[src/hdl/apct_pkg.sv]
// Shared widths, request codes and record types of the rectangle pair collision table.
`default_nettype none

package apct_pkg;

    localparam int SLOTS_DEFAULT = 8;
    localparam int SLOT_FIELD_W  = 3;
    localparam int REQ_W         = 2;
    localparam int COORD_W       = 16;
    localparam int SIZE_W        = 15;
    localparam int KIND_W        = 3;
    localparam int KINDS_NZ      = 7;
    localparam int MASK_W        = KINDS_NZ * KINDS_NZ;

    localparam logic [MASK_W-1:0] PAIR_MASK_RESET = 49'd13366754732798;

    localparam logic [REQ_W-1:0] REQ_ADD      = 2'd0;
    localparam logic [REQ_W-1:0] REQ_REMOVE   = 2'd1;
    localparam logic [REQ_W-1:0] REQ_SWEEP    = 2'd2;
    localparam logic [REQ_W-1:0] REQ_RESERVED = 2'd3;

    typedef struct packed {
        logic signed [COORD_W-1:0] x;
        logic signed [COORD_W-1:0] y;
        logic [SIZE_W-1:0]         w;
        logic [SIZE_W-1:0]         h;
    } t_rect;

    typedef struct packed {
        t_rect             rect;
        logic [KIND_W-1:0] kind;
        logic              listener;
    } t_entry;

    typedef struct packed {
        logic hit;
        logic notify_a;
        logic notify_b;
    } t_cmp;

    typedef struct packed {
        logic [REQ_W-1:0]        req_echo;
        logic [SLOT_FIELD_W-1:0] first_slot;
        logic [SLOT_FIELD_W-1:0] second_slot;
        logic                    notify_first;
        logic                    notify_second;
        logic                    pair_valid;
        logic                    table_full;
        logic                    last_of_run;
    } t_res;

endpackage

`default_nettype wire

[src/hdl/apct_if.sv]
// Channel interfaces of the collision table: request, result and mask write.
`default_nettype none

interface apct_req_if;
    logic                               valid;
    logic                               ready;
    logic [apct_pkg::REQ_W-1:0]         req_type;
    logic signed [apct_pkg::COORD_W-1:0] rect_x;
    logic signed [apct_pkg::COORD_W-1:0] rect_y;
    logic [apct_pkg::SIZE_W-1:0]        rect_w;
    logic [apct_pkg::SIZE_W-1:0]        rect_h;
    logic [apct_pkg::KIND_W-1:0]        collider_kind;
    logic                               has_listener;
    logic [apct_pkg::SLOT_FIELD_W-1:0]  slot;

    modport source (output valid, req_type, rect_x, rect_y, rect_w, rect_h,
                    collider_kind, has_listener, slot, input ready);
    modport sink   (input valid, req_type, rect_x, rect_y, rect_w, rect_h,
                    collider_kind, has_listener, slot, output ready);
endinterface

interface apct_res_if;
    logic                              valid;
    logic                              ready;
    logic [apct_pkg::REQ_W-1:0]        req_echo;
    logic [apct_pkg::SLOT_FIELD_W-1:0] first_slot;
    logic [apct_pkg::SLOT_FIELD_W-1:0] second_slot;
    logic                              notify_first;
    logic                              notify_second;
    logic                              pair_valid;
    logic                              table_full;
    logic                              last_of_run;

    modport source (output valid, req_echo, first_slot, second_slot, notify_first,
                    notify_second, pair_valid, table_full, last_of_run, input ready);
    modport sink   (input valid, req_echo, first_slot, second_slot, notify_first,
                    notify_second, pair_valid, table_full, last_of_run, output ready);
endinterface

interface apct_cfg_if;
    logic                        valid;
    logic                        ready;
    logic [apct_pkg::MASK_W-1:0] pair_mask;

    modport source (output valid, pair_mask, input ready);
    modport sink   (input valid, pair_mask, output ready);
endinterface

`default_nettype wire

[src/hdl/apct_store.sv]
// Slot memory holding rectangle, kind and listener flag, with two registered read ports.
`default_nettype none

module apct_store #(
    parameter int SLOTS = apct_pkg::SLOTS_DEFAULT,
    parameter int SLOT_W = 3
) (
    input  wire                   i_clk,
    input  wire                   i_wr_en,
    input  wire [SLOT_W-1:0]      i_wr_addr,
    input  apct_pkg::t_entry      i_wr_ent,
    input  wire                   i_rd_en,
    input  wire [SLOT_W-1:0]      i_rd_addr_a,
    input  wire [SLOT_W-1:0]      i_rd_addr_b,
    output apct_pkg::t_entry      o_rd_a,
    output apct_pkg::t_entry      o_rd_b
);

    apct_pkg::t_entry r_mem [SLOTS];
    apct_pkg::t_entry r_rd_a;
    apct_pkg::t_entry r_rd_b;

    always_ff @(posedge i_clk) begin
        if (i_wr_en) begin
            r_mem[i_wr_addr] <= i_wr_ent;
        end
        if (i_rd_en) begin
            r_rd_a <= r_mem[i_rd_addr_a];
            r_rd_b <= r_mem[i_rd_addr_b];
        end
    end

    assign o_rd_a = r_rd_a;
    assign o_rd_b = r_rd_b;

endmodule

`default_nettype wire

[src/hdl/apct_overlap.sv]
// Shared pair test: strict rectangle overlap and mask lookup, result registered.
`default_nettype none

module apct_overlap (
    input  wire                          i_clk,
    input  wire                          i_en,
    input  wire [apct_pkg::MASK_W-1:0]   i_mask,
    input  apct_pkg::t_entry             i_ent_a,
    input  apct_pkg::t_entry             i_ent_b,
    output apct_pkg::t_cmp               o_cmp
);

    // Kind a is told of kind b when mask bit (a-1)*7+(b-1) is set; kind none never is.
    function automatic logic told(input logic [apct_pkg::KIND_W-1:0] a,
                                  input logic [apct_pkg::KIND_W-1:0] b,
                                  input logic [apct_pkg::MASK_W-1:0] mask);
        logic [apct_pkg::KIND_W-1:0] am1;
        logic [apct_pkg::KIND_W-1:0] bm1;
        logic [5:0]                  bit_idx;
        am1     = a - 3'd1;
        bm1     = b - 3'd1;
        bit_idx = 6'(am1) * 6'(apct_pkg::KINDS_NZ) + 6'(bm1);
        return (a != '0) && (b != '0) && mask[bit_idx];
    endfunction

    logic signed [apct_pkg::COORD_W:0] ax, ay, bx, by, ar, ab, br, bb;
    apct_pkg::t_cmp n_cmp;
    apct_pkg::t_cmp r_cmp;

    always_comb begin
        ax = (apct_pkg::COORD_W+1)'(i_ent_a.rect.x);
        ay = (apct_pkg::COORD_W+1)'(i_ent_a.rect.y);
        bx = (apct_pkg::COORD_W+1)'(i_ent_b.rect.x);
        by = (apct_pkg::COORD_W+1)'(i_ent_b.rect.y);
        ar = ax + $signed({2'b00, i_ent_a.rect.w});
        ab = ay + $signed({2'b00, i_ent_a.rect.h});
        br = bx + $signed({2'b00, i_ent_b.rect.w});
        bb = by + $signed({2'b00, i_ent_b.rect.h});
        n_cmp.hit      = (br > ax) && (bx < ar) && (bb > ay) && (by < ab);
        n_cmp.notify_a = told(i_ent_a.kind, i_ent_b.kind, i_mask) && i_ent_a.listener;
        n_cmp.notify_b = told(i_ent_b.kind, i_ent_a.kind, i_mask) && i_ent_b.listener;
    end

    always_ff @(posedge i_clk) begin
        if (i_en) begin
            r_cmp <= n_cmp;
        end
    end

    assign o_cmp = r_cmp;

endmodule

`default_nettype wire

[src/hdl/aabb_pair_collision_table.sv]
// Top level of the rectangle pair collision table: sequencer, slot flags and result register.
`default_nettype none

// Channel  Dir  Beat carries
// i_req    in   one request: add rectangle, remove slot or sweep all pairs
// o_res    out  one result: add or remove acknowledge, overlapping pair, sweep close
// i_cfg    in   a new value of the 49-bit pair notification mask
//
// Add and remove go from the accepted beat through the acknowledge registers to the
// result register. A sweep walks the slot pairs in order: a pair in which a slot is
// free is skipped, and a pair of valid slots passes memory read, comparator and result;
// a closing result ends the run. The single comparator and the registered read of the
// slot memory set the pace. Requests are taken only while the sequencer is idle; a full
// result register stalls it. Reset (synchronous, active low) frees every slot and
// restores the default mask; slot contents are not cleared.

module aabb_pair_collision_table #(
    parameter int SLOTS = apct_pkg::SLOTS_DEFAULT
) (
    input  wire          i_clk,
    input  wire          i_rst_n,
    apct_req_if.sink     i_req,
    apct_res_if.source   o_res,
    apct_cfg_if.sink     i_cfg
);

    localparam int SLOT_W = (SLOTS > 1) ? $clog2(SLOTS) : 1;
    // Wide enough for both the three-bit slot field and the value SLOTS itself.
    localparam int EXT_W  = ((SLOT_W > apct_pkg::SLOT_FIELD_W) ? SLOT_W
                                                              : apct_pkg::SLOT_FIELD_W) + 1;
    localparam logic [SLOT_W-1:0] LAST_I = SLOT_W'(SLOTS - 2);
    localparam logic [SLOT_W-1:0] LAST_K = SLOT_W'(SLOTS - 1);

    typedef enum logic [2:0] {
        S_IDLE,
        S_ACK,
        S_PAIR,
        S_READ,
        S_EMIT,
        S_CLOSE
    } t_state;

    t_state                              r_state, n_state;
    logic [apct_pkg::MASK_W-1:0]         r_mask, n_mask;
    logic [SLOTS-1:0]                    r_slot_valid, n_slot_valid;
    logic [SLOT_W-1:0]                   r_i, n_i;
    logic [SLOT_W-1:0]                   r_k, n_k;
    logic [apct_pkg::REQ_W-1:0]          r_ack_type, n_ack_type;
    logic [apct_pkg::SLOT_FIELD_W-1:0]   r_ack_first, n_ack_first;
    logic                                r_ack_full, n_ack_full;
    logic                                r_ov, n_ov;
    apct_pkg::t_res                      r_res, n_res;

    logic                                acc;
    logic                                out_free;
    logic                                free_any;
    logic [SLOT_W-1:0]                   free_idx;
    logic [EXT_W-1:0]                    rm_ext;
    logic                                rm_in;
    logic [SLOT_W-1:0]                   rm_idx;
    logic                                adv_done;
    logic [SLOT_W-1:0]                   adv_i;
    logic [SLOT_W-1:0]                   adv_k;
    logic                                wr_en;
    logic                                rd_en;
    logic                                cmp_en;
    apct_pkg::t_entry                    wr_ent;
    apct_pkg::t_entry                    ent_a;
    apct_pkg::t_entry                    ent_b;
    apct_pkg::t_cmp                      cmp;

    assign i_req.ready = (r_state == S_IDLE);
    assign i_cfg.ready = 1'b1;
    assign acc         = i_req.valid && i_req.ready;
    // The result register can take a new result when empty or being emptied this cycle.
    assign out_free    = !r_ov || o_res.ready;

    // Lowest free slot, found by a priority search over the flags.
    always_comb begin
        free_any = 1'b0;
        free_idx = '0;
        for (int j = SLOTS - 1; j >= 0; j--) begin
            if (!r_slot_valid[j]) begin
                free_any = 1'b1;
                free_idx = SLOT_W'(j);
            end
        end
    end

    // A remove names a slot that may lie beyond the table; such a slot is left alone.
    assign rm_ext = EXT_W'(i_req.slot);
    assign rm_in  = rm_ext < EXT_W'(SLOTS);
    assign rm_idx = rm_ext[SLOT_W-1:0];

    // Next pair in the order (0,1), (0,2) ... (SLOTS-2,SLOTS-1).
    always_comb begin
        adv_done = 1'b0;
        adv_i    = r_i;
        adv_k    = r_k + SLOT_W'(1);
        if (r_k == LAST_K) begin
            if (r_i == LAST_I) begin
                adv_done = 1'b1;
            end else begin
                adv_i = r_i + SLOT_W'(1);
                adv_k = r_i + SLOT_W'(2);
            end
        end
    end

    always_comb begin
        wr_ent.rect.x   = i_req.rect_x;
        wr_ent.rect.y   = i_req.rect_y;
        wr_ent.rect.w   = i_req.rect_w;
        wr_ent.rect.h   = i_req.rect_h;
        wr_ent.kind     = i_req.collider_kind;
        wr_ent.listener = i_req.has_listener;
    end

    always_comb begin
        n_state      = r_state;
        n_mask       = r_mask;
        n_slot_valid = r_slot_valid;
        n_i          = r_i;
        n_k          = r_k;
        n_ack_type   = r_ack_type;
        n_ack_first  = r_ack_first;
        n_ack_full   = r_ack_full;
        n_ov         = r_ov && !o_res.ready;
        n_res        = r_res;
        wr_en        = 1'b0;
        rd_en        = 1'b0;
        cmp_en       = 1'b0;

        if (i_cfg.valid && i_cfg.ready) begin
            n_mask = i_cfg.pair_mask;
        end

        unique case (r_state)
            S_IDLE: begin
                if (acc) begin
                    unique case (i_req.req_type)
                        apct_pkg::REQ_ADD: begin
                            n_ack_type  = apct_pkg::REQ_ADD;
                            n_ack_full  = !free_any;
                            n_ack_first = free_any ? apct_pkg::SLOT_FIELD_W'(free_idx) : '0;
                            wr_en       = free_any;
                            if (free_any) begin
                                n_slot_valid[free_idx] = 1'b1;
                            end
                            n_state = S_ACK;
                        end
                        apct_pkg::REQ_REMOVE: begin
                            n_ack_type  = apct_pkg::REQ_REMOVE;
                            n_ack_full  = 1'b0;
                            n_ack_first = i_req.slot;
                            if (rm_in) begin
                                n_slot_valid[rm_idx] = 1'b0;
                            end
                            n_state = S_ACK;
                        end
                        apct_pkg::REQ_SWEEP: begin
                            n_i     = '0;
                            n_k     = SLOT_W'(1);
                            n_state = S_PAIR;
                        end
                        default: begin
                            n_state = S_IDLE;
                        end
                    endcase
                end
            end
            S_ACK: begin
                if (out_free) begin
                    n_ov                = 1'b1;
                    n_res.req_echo      = r_ack_type;
                    n_res.first_slot    = r_ack_first;
                    n_res.second_slot   = '0;
                    n_res.notify_first  = 1'b0;
                    n_res.notify_second = 1'b0;
                    n_res.pair_valid    = 1'b0;
                    n_res.table_full    = r_ack_full;
                    n_res.last_of_run   = 1'b1;
                    n_state             = S_IDLE;
                end
            end
            S_PAIR: begin
                if (r_slot_valid[r_i] && r_slot_valid[r_k]) begin
                    rd_en   = 1'b1;
                    n_state = S_READ;
                end else begin
                    n_i     = adv_i;
                    n_k     = adv_k;
                    n_state = adv_done ? S_CLOSE : S_PAIR;
                end
            end
            S_READ: begin
                cmp_en  = 1'b1;
                n_state = S_EMIT;
            end
            S_EMIT: begin
                if (cmp.hit && (cmp.notify_a || cmp.notify_b)) begin
                    if (out_free) begin
                        n_ov                = 1'b1;
                        n_res.req_echo      = apct_pkg::REQ_SWEEP;
                        n_res.first_slot    = apct_pkg::SLOT_FIELD_W'(r_i);
                        n_res.second_slot   = apct_pkg::SLOT_FIELD_W'(r_k);
                        n_res.notify_first  = cmp.notify_a;
                        n_res.notify_second = cmp.notify_b;
                        n_res.pair_valid    = 1'b1;
                        n_res.table_full    = 1'b0;
                        n_res.last_of_run   = 1'b0;
                        n_i                 = adv_i;
                        n_k                 = adv_k;
                        n_state             = adv_done ? S_CLOSE : S_PAIR;
                    end
                end else begin
                    n_i     = adv_i;
                    n_k     = adv_k;
                    n_state = adv_done ? S_CLOSE : S_PAIR;
                end
            end
            S_CLOSE: begin
                if (out_free) begin
                    n_ov                = 1'b1;
                    n_res.req_echo      = apct_pkg::REQ_SWEEP;
                    n_res.first_slot    = '0;
                    n_res.second_slot   = '0;
                    n_res.notify_first  = 1'b0;
                    n_res.notify_second = 1'b0;
                    n_res.pair_valid    = 1'b0;
                    n_res.table_full    = 1'b0;
                    n_res.last_of_run   = 1'b1;
                    n_state             = S_IDLE;
                end
            end
            default: begin
                n_state = S_IDLE;
            end
        endcase
    end

    always_ff @(posedge i_clk) begin
        if (!i_rst_n) begin
            r_state      <= S_IDLE;
            r_mask       <= apct_pkg::PAIR_MASK_RESET;
            r_slot_valid <= '0;
            r_ov         <= 1'b0;
        end else begin
            r_state      <= n_state;
            r_mask       <= n_mask;
            r_slot_valid <= n_slot_valid;
            r_ov         <= n_ov;
        end
        r_i         <= n_i;
        r_k         <= n_k;
        r_ack_type  <= n_ack_type;
        r_ack_first <= n_ack_first;
        r_ack_full  <= n_ack_full;
        r_res       <= n_res;
    end

    apct_store #(
        .SLOTS  (SLOTS),
        .SLOT_W (SLOT_W)
    ) u_store (
        .i_clk       (i_clk),
        .i_wr_en     (wr_en),
        .i_wr_addr   (free_idx),
        .i_wr_ent    (wr_ent),
        .i_rd_en     (rd_en),
        .i_rd_addr_a (r_i),
        .i_rd_addr_b (r_k),
        .o_rd_a      (ent_a),
        .o_rd_b      (ent_b)
    );

    apct_overlap u_overlap (
        .i_clk   (i_clk),
        .i_en    (cmp_en),
        .i_mask  (r_mask),
        .i_ent_a (ent_a),
        .i_ent_b (ent_b),
        .o_cmp   (cmp)
    );

    assign o_res.valid         = r_ov;
    assign o_res.req_echo      = r_res.req_echo;
    assign o_res.first_slot    = r_res.first_slot;
    assign o_res.second_slot   = r_res.second_slot;
    assign o_res.notify_first  = r_res.notify_first;
    assign o_res.notify_second = r_res.notify_second;
    assign o_res.pair_valid    = r_res.pair_valid;
    assign o_res.table_full    = r_res.table_full;
    assign o_res.last_of_run   = r_res.last_of_run;

    // A request that yields results keeps the block busy in the following cycle.
    a_busy_after_req: assert property (@(posedge i_clk) disable iff (!i_rst_n)
        (acc && (i_req.req_type == apct_pkg::REQ_ADD ||
                 i_req.req_type == apct_pkg::REQ_REMOVE ||
                 i_req.req_type == apct_pkg::REQ_SWEEP)) |=> !i_req.ready)
        else $error("block ready directly after a request with results");

    // The sweep walks only pairs with the lower slot first.
    a_pair_order: assert property (@(posedge i_clk) disable iff (!i_rst_n)
        (r_state == S_PAIR) |-> (r_i < r_k))
        else $error("sweep pair indices out of order");

    // A full table is only ever reported for an add.
    a_full_on_add: assert property (@(posedge i_clk) disable iff (!i_rst_n)
        (o_res.valid && o_res.table_full) |-> (o_res.req_echo == apct_pkg::REQ_ADD))
        else $error("table full flagged on a request other than add");

    // A pair result never closes a sweep.
    a_pair_not_last: assert property (@(posedge i_clk) disable iff (!i_rst_n)
        o_res.valid |-> !(o_res.pair_valid && o_res.last_of_run))
        else $error("pair result marked as last of run");

endmodule

`default_nettype wire

[src/flat_wrapper.sv]
// flat-port wrapper written by rule: the top's interface ports become plain ports
module aabb_pair_collision_table_flat 
#(
    parameter int SLOTS = apct_pkg::SLOTS_DEFAULT
)
  (i_clk, i_rst_n, i_req_valid, i_req_req_type, i_req_rect_x, i_req_rect_y, i_req_rect_w, i_req_rect_h, i_req_collider_kind, i_req_has_listener, i_req_slot, i_req_ready, o_res_valid, o_res_req_echo, o_res_first_slot, o_res_second_slot, o_res_notify_first, o_res_notify_second, o_res_pair_valid, o_res_table_full, o_res_last_of_run, o_res_ready, i_cfg_valid, i_cfg_pair_mask, i_cfg_ready);
  apct_req_if i_req_i ();
  apct_res_if o_res_i ();
  apct_cfg_if i_cfg_i ();
  input  wire i_clk;
  input  wire i_rst_n;
  input wire logic [$bits(i_req_i.valid)-1:0] i_req_valid;
  input wire logic [$bits(i_req_i.req_type)-1:0] i_req_req_type;
  input wire logic [$bits(i_req_i.rect_x)-1:0] i_req_rect_x;
  input wire logic [$bits(i_req_i.rect_y)-1:0] i_req_rect_y;
  input wire logic [$bits(i_req_i.rect_w)-1:0] i_req_rect_w;
  input wire logic [$bits(i_req_i.rect_h)-1:0] i_req_rect_h;
  input wire logic [$bits(i_req_i.collider_kind)-1:0] i_req_collider_kind;
  input wire logic [$bits(i_req_i.has_listener)-1:0] i_req_has_listener;
  input wire logic [$bits(i_req_i.slot)-1:0] i_req_slot;
  output wire logic [$bits(i_req_i.ready)-1:0] i_req_ready;
  output wire logic [$bits(o_res_i.valid)-1:0] o_res_valid;
  output wire logic [$bits(o_res_i.req_echo)-1:0] o_res_req_echo;
  output wire logic [$bits(o_res_i.first_slot)-1:0] o_res_first_slot;
  output wire logic [$bits(o_res_i.second_slot)-1:0] o_res_second_slot;
  output wire logic [$bits(o_res_i.notify_first)-1:0] o_res_notify_first;
  output wire logic [$bits(o_res_i.notify_second)-1:0] o_res_notify_second;
  output wire logic [$bits(o_res_i.pair_valid)-1:0] o_res_pair_valid;
  output wire logic [$bits(o_res_i.table_full)-1:0] o_res_table_full;
  output wire logic [$bits(o_res_i.last_of_run)-1:0] o_res_last_of_run;
  input wire logic [$bits(o_res_i.ready)-1:0] o_res_ready;
  input wire logic [$bits(i_cfg_i.valid)-1:0] i_cfg_valid;
  input wire logic [$bits(i_cfg_i.pair_mask)-1:0] i_cfg_pair_mask;
  output wire logic [$bits(i_cfg_i.ready)-1:0] i_cfg_ready;
  assign i_req_i.valid = i_req_valid;
  assign i_req_i.req_type = i_req_req_type;
  assign i_req_i.rect_x = i_req_rect_x;
  assign i_req_i.rect_y = i_req_rect_y;
  assign i_req_i.rect_w = i_req_rect_w;
  assign i_req_i.rect_h = i_req_rect_h;
  assign i_req_i.collider_kind = i_req_collider_kind;
  assign i_req_i.has_listener = i_req_has_listener;
  assign i_req_i.slot = i_req_slot;
  assign i_req_ready = i_req_i.ready;
  assign o_res_valid = o_res_i.valid;
  assign o_res_req_echo = o_res_i.req_echo;
  assign o_res_first_slot = o_res_i.first_slot;
  assign o_res_second_slot = o_res_i.second_slot;
  assign o_res_notify_first = o_res_i.notify_first;
  assign o_res_notify_second = o_res_i.notify_second;
  assign o_res_pair_valid = o_res_i.pair_valid;
  assign o_res_table_full = o_res_i.table_full;
  assign o_res_last_of_run = o_res_i.last_of_run;
  assign o_res_i.ready = o_res_ready;
  assign i_cfg_i.valid = i_cfg_valid;
  assign i_cfg_i.pair_mask = i_cfg_pair_mask;
  assign i_cfg_ready = i_cfg_i.ready;
  aabb_pair_collision_table #(.SLOTS(SLOTS)) u_core (.i_clk(i_clk), .i_rst_n(i_rst_n), .i_req(i_req_i), .o_res(o_res_i), .i_cfg(i_cfg_i));
endmodule
[config.mk]
export PLATFORM = sky130hd
export DESIGN_NAME = aabb_pair_collision_table_flat
export DESIGN_NICKNAME = d
export VERILOG_FILES = /design/src/hdl/apct_pkg.sv /design/src/hdl/apct_if.sv /design/src/hdl/apct_store.sv /design/src/hdl/apct_overlap.sv /design/src/hdl/aabb_pair_collision_table.sv /design/src/flat_wrapper.sv
export SDC_FILE = /design/constraint.sdc
export NUM_CORES = 1
export LEC_CHECK = 0
export BUFFER_PORTS_ARGS = -buffer_cell sky130_fd_sc_hd__buf_2
export CORE_UTILIZATION = 55
export DETAILED_ROUTE_END_ITERATION = 6
export PLACE_DENSITY_LB_ADDON = 0.12
export SYNTH_ARGS = -nofsm -noshare
export SYNTH_HDL_FRONTEND = slang
export SYNTH_SLANG_ARGS = --single-unit
[constraint.sdc]
create_clock -name i_clk -period 25.7 [get_ports i_clk]
set_clock_uncertainty 0.05 [all_clocks]
set_input_delay 1.285 -clock i_clk [delete_from_list [all_inputs] [get_ports i_clk]]
set_output_delay 1.285 -clock i_clk [all_outputs]
set_load 0.05 [all_outputs]
Word level (Yosys, flattened, before mapping)
Memory sizes are Yosys's and may differ from the RTL's. A register that Yosys moved wholly into a read port is not among the register bits. Cells that the tools add are included.

Memories kept: 1. RAM bits: 528. Input bits: 125. Flip-flop bits (word level): 89. Word-level logic and storage cells: 180.

Add/sub/neg operators: 11. Bitwise operators: 3. Multiplexer cells: 77. Magnitude comparators: 13. Reductions and logical operators: 33. Equality and inequality tests: 20. Multipliers: 2.

Memory list: u_core.u_store.r_mem (depth 8, bits a word 66, rd ports 2, clocked after memory_dff 2, write ports 1, line apct_store.sv:19) `apct_pkg::t_entry r_mem [SLOTS];`.

Operators with widths (count): 3-bit two-way mux (29); 16-bit by 16-bit adder with 17-bit output (4); 13-bit two-way mux (4); 13-bit one-hot mux with 3 select lines (1); 17-bit by 16-bit > comparator with 1-bit output (2); 16-bit by 17-bit < comparator with 1-bit output (2); 1-bit two-way mux (26); 3-bit by 4-bit < comparator with 1-bit output, second input constant (5); 3-bit one-hot mux with 3 select lines (2); 8-bit two-way mux (2); 8-bit one-hot mux with 2 select lines (1); 3-bit one-hot mux with 5 select lines (1); 5-bit AND reduction (3); 1-bit logical AND (14); 6-bit by 7-bit < comparator with 1-bit output, second input constant (2); 2-bit by 1-bit != test with 1-bit output, second input constant (7); 6-bit by 3-bit adder with 6-bit output (2); 1-bit binary-select mux with 6-bit select (2); 3-bit equality test, second input constant (4); 3-bit by 3-bit multiplier with 6-bit output, second input constant (2); 3-bit nonzero test (4); 8-bit AND (1); 8-bit NOT (1); 8-bit bitwise OR (1); other kinds (22) (37).

Logic depth before layout (Yosys ltp)
Word-level depth: 15. Gate-level depth with buffers: 20. Depth with buffers taken out: 20.

Cells and area by module
From an unflattened synthesis, not the netlist that was laid out.

Cell total of the unflattened synthesis: 2193. Area total of the unflattened synthesis: 37254.5 um2.

Modules (own cells, without submodules): apct_store (area each 27741.6 um2, cells an instance 1143, times used 1); apct_overlap (area each 5721.7 um2, cells an instance 692, times used 1); aabb_pair_collision_table (area each 3791.1 um2, cells an instance 358, times used 1).

Least setup slack after synthesis
Ideal clock, no wire load.

Kind: flip-flop to flip-flop. From: register u_core.r_k[0]. To: register u_core.u_store.o_rd_a[0] (netlist name). Arrival time: 10.237 ns. Stages on the path, launching flop included: 6. Library setup time: 0.785 ns. Path slack: 14.628 ns. Path buffers: 1. Data required time: 24.865 ns. Cell sequence: edfxtp_1 > clkbuf_1 > mux4_2 > mux2_2 > o211ai_1 > nor3_1.

Cells in the longest elaborated chain, start to end: 5.

Ends and longest elaborated chain: start: declaration (line aabb_pair_collision_table.sv:47) `logic [SLOT_W-1:0] r_k, n_k;`; start signal: assignment (line aabb_pair_collision_table.sv:255) `r_k <= n_k;`; 1-bit binary-select mux with 3-bit select (line aabb_pair_collision_table.sv:187) `if (r_slot_valid[r_i] && r_slot_valid[r_k]) begin`; 1-bit two-way mux (not written as such) (line aabb_pair_collision_table.sv:187); 1-bit logical AND (line aabb_pair_collision_table.sv:187); 1-bit two-way mux (line aabb_pair_collision_table.sv:187); 1-bit two-way mux (line aabb_pair_collision_table.sv:138) `unique case (r_state)`; via u_core.rd_en (line aabb_pair_collision_table.sv:65) `logic rd_en;`.

The timed path passes the listed nets, and every way through them passes these cells. The select of a mux whose other input is x is not followed. A chain may end at the register's enable or synchronous reset.

==> results.toml <==
[global_route]
grt_start_max_net_pins = 141
grt_pass1_vias = 21270
grt_pass1_wl_mm = 123.5
track_usage_pct = 24.26
antenna_found_initial = 9
overflow = 0

[drt]
detail-route-antenna-nets = 0
first_pass_iters = 7
vias_per_cell = 6.191
drt-wirelength-per-cell_um = 24.47
vias = 20214
first_iter_violations = 1600
post-route-drc-count = 34
wl_mm = 79.89

[floorplanning]
fp.coreArea_sq_um = 65980
die_w_um = 260.6
rows = 94
die_h_um = 260.6
io_pins = 141
initial_core_util_pct = 55.76
dieArea_sq_um = 67930

[setup_path]
start_kind = "register"
regToRegStartpoint = "u_core.u_store.o_rd_a[1]"
critPathMaxStageDelay_ps = 540
path_class = "register to register"
r2r_slack_ps = 21120
critical_path_arrival_ps = 4900
r2r-end = "u_core.u_overlap.o_cmp[1]"
cp_max_fo = 7
critPathRequiredTime_ps = 26010
crit_chain = "inv_1, ha_1, xor2_1, xor2_1, fa_1, inv_1, fa_1, nor2b_1, o21ai_0, a21oi_1, or2_2, mux4_2, a22o_1, o31ai_1, a211oi_1"
crit_slowest_cell = "fa_1"
cp-end-kind = "register"
r2r_cells = 15

[place]
post_dp_cell_area_sq_um = 38440
io_buffers = 139
dp_hpwl_mm = 48.10
gp_congestion = 0.8842

[clock_network]
cts_hold_repair.buffers = 0
tritoncts = "built"
path_clk_slew_ps = 60
cts_buffer_depth = 3
cts_setup_buffers = 0
clkSinkCount = 748
htreeDepth = 3
ctsRootBufferMaster = "clkbuf_16"
cts_buffers = 79
post_cts_resized = 0
clock_latency_ps = 630

[final_layout]
design_area_sq_um = 40980
area_delta_synth_final_pct = 11.40
drive_gt1_share_pct = 29.63
n_fill_cell = 4716
final_nets = 2617

[run_status]
status = "finished, violations left"
violations = "design-rule violations"

[yosys]
synth-edff-count = 687
synth_cell_types = 71
ys_ff_latch = 748
synth.net_count = 2476
syn_area_per_cell_sq_um = 16.77
syn_area_sq_um = 36790
seq_area_frac_synth_pct = 59.40
ys.flop_type = "edfxtp_1"
synthCells = 2194
ys_async_sr_fraction_pct = 0
yosys_warnings = 0

[timing]
grt_setup_unrepaired = "no"
timing.fmax_mhz = 218.2
hold_viol = 0
worst_pin_slew_ps = 1069
slew_viol_final = 0
slew_headroom_pct = 28.58
min_period_ps = 4583
tns_ps = 0
setup_viol = 0
fin_crit_sh_pct = 17.83

[power]
leakage_nw = 14.48
cellPowerDensity_nw_per_um2 = 63.46
ir_drop_v = 0.00004928

[worst_hold_path]
worstHoldPathType = "register to register"
whs_path_depth = 2
hold_end = "u_core.r_mask[43]"
hp-start = "u_core.r_mask[43]"

[job]
drv_cap = 0
==> final cells by class <==
cell class / count / area [sq um] / share of cell area [%]
Multi-Input combinational cell: 1259 / 14280 / 34.84
Clock buffer: 92 / 2047 / 4.995
Tap cell: 864 / 1081 / 2.638
Antenna cell: 1 / 2.502 / 0.006106
Sequential cell: 748 / 21850 / 53.32
Clock inverter: 54 / 491.7 / 1.200
Inverter: 84 / 315.3 / 0.7694
Timing Repair Buffer: 163 / 913.4 / 2.229
==> how the worst max path moves through the flow <==
stage	slack (ps)	to	depth (start not counted)	start
2_1_floorplan	14630	u_core.u_store.o_rd_a[0]	5	u_core.r_k[0]
3_3_place_gp	21180	u_core.u_store.r_mem[7][25]	6	i_req_req_type[1]
3_5_place_dp	21060	u_core.u_store.r_mem[7][58]	6	i_req_req_type[1]
4_1_cts	21130	u_core.u_overlap.o_cmp[1]	15	u_core.u_store.o_rd_a[1]
5_1_grt	20730	u_core.u_overlap.o_cmp[2]	20	u_core.u_store.o_rd_a[34]
6_report	21120	u_core.u_overlap.o_cmp[1]	15	u_core.u_store.o_rd_a[1]
==> per-stage QoR <==
step	utilization (%)	setup slack (ps)	power, W	std cells	hold WS (ps)
detailed placement	58.26	21060	0.001510	3118	407.0
floorplan	-	14630	0.001462	2194	385.5
global placement	58.26	21180	0.001506	3118	401.6
global route	62.11	20730	0.002677	3264	445.2
finish	62.11	21120	0.002601	3265	417.8
CTS	62.11	21130	0.002628	3264	421.5
==> worst max-delay path: cells and delay by family, from the launching register on <==
| family | cells | cell delay (ps) |
|---|---|---|
| mux | 1 | 530 |
| simple gates | 2 | 380 |
| compound gates | 5 | 930 |
| fa+ha+maj | 3 | 1230 |
| xor+xnor | 2 | 560 |
| buf+inv | 2 | 210 |
| flops | 1 | 420 |
==> logic make-up (layout without fill, tap and decap cells) <==
group / count (synthesis) / in the layout / synth area share [%]
flip-flops: 748 / 748 / 59.40
adder cells (fa/ha/maj): 157 / 157 / 5.503
AND/OR/NAND/NOR: 287 / 287 / 3.945
XOR/XNOR: 62 / 62 / 1.476
buffers and inverters: 187 / 393 / 1.949
multiplexers: 484 / 484 / 23.00
other: 1 / 2 / 0.01019
AO/OA/AOI/OAI: 268 / 268 / 4.724
==> metal layers <==
metal,up-vias,share of wire [%],global-route usage (%)
met5,-,0.099,0
met4,12,1.9,5.750
met3,119,5.2,4.196
met2,498,49,40.04
met1,10441,44,33.83
li1,9144,-,-
==> cells in the final DEF, fill, tap and decap left out, drive strengths merged, types with 6 or more instances in the layout <==
| cell type | Yosys | layout |
|---|---|---|
| edfxtp | 687 | 687 |
| mux4 | 275 | 275 |
| buf | 38 | 163 |
| ha | 149 | 149 |
| mux2 | 139 | 139 |
| clkbuf | 65 | 92 |
| inv | 84 | 89 |
| nand2 | 74 | 74 |
| mux2i | 70 | 70 |
| a21oi | 69 | 69 |
| nor2 | 64 | 64 |
| dfxtp | 61 | 61 |
| o21ai | 58 | 58 |
| nor2b | 47 | 47 |
| a21o | 42 | 42 |
| clkinv | 0 | 38 |
| xnor2 | 36 | 36 |
| xor2 | 26 | 26 |
| o21a | 23 | 23 |
| nand3 | 15 | 15 |
| nor3 | 15 | 15 |
| nand2b | 14 | 14 |
| and2 | 12 | 12 |
| nand4 | 12 | 12 |
| a211oi | 11 | 11 |
| and3 | 9 | 9 |
| a31oi | 8 | 8 |
| o31ai | 8 | 8 |
| fa | 8 | 8 |
| a21boi | 7 | 7 |
| o211ai | 7 | 7 |
| bufinv | 0 | 7 |
| a211o | 7 | 7 |
| or2 | 6 | 6 |
==> power by group <==
group | switching, W | total (W) | internal, W
Combinational | 0.0000722 | 0.000136 | 0.0000641
Sequential | 0.00000630 | 0.00135 | 0.00134
Clock | 0.000473 | 0.00112 | 0.000645
==> Yosys cell counts (all sizes together) (6+ instances only) <==
master | number | area, sq um
clkbuf | 65 | 244.0
mux2i | 70 | 700.7
inv | 84 | 315.3
o31ai | 8 | 60.06
nand2b | 14 | 87.58
a21boi | 7 | 52.55
o211ai | 7 | 52.55
xor2 | 26 | 227.7
a31oi | 8 | 50.05
o21ai | 58 | 290.3
or2 | 6 | 37.54
and2 | 12 | 75.07
a21o | 42 | 315.3
o21a | 23 | 172.7
a21oi | 69 | 345.3
fa | 8 | 160.2
dfxtp | 61 | 1221
nor3 | 15 | 75.07
nand2 | 74 | 277.8
and3 | 9 | 56.30
a211oi | 11 | 87.58
buf | 38 | 157.6
nand4 | 12 | 75.07
edfxtp | 687 | 20630
nor2 | 64 | 240.2
a211o | 7 | 62.56
mux2 | 139 | 1565
nor2b | 47 | 294.0
mux4 | 275 | 6193
nand3 | 15 | 75.07
xnor2 | 36 | 315.3
ha | 149 | 1864
==> registers in the layout, summed over array words and instances (netlist names), 2 cells and up <==
name                      cells
u_core.u_store.o_rd_a        66
u_core.r_slot_valid           8
u_core.o_res.second_slot      3
u_core.u_store.o_rd_b        66
u_core.r_k                    3
u_core.r_ack_first            3
u_core.u_store.r_mem        528
u_core.r_state                3
u_core.o_res.first_slot       3
u_core.r_i                    3
u_core.r_mask                49
u_core.u_overlap.o_cmp        3
u_core.o_res.req_echo         2
Note: power is estimated with default switching activity, not from simulation.
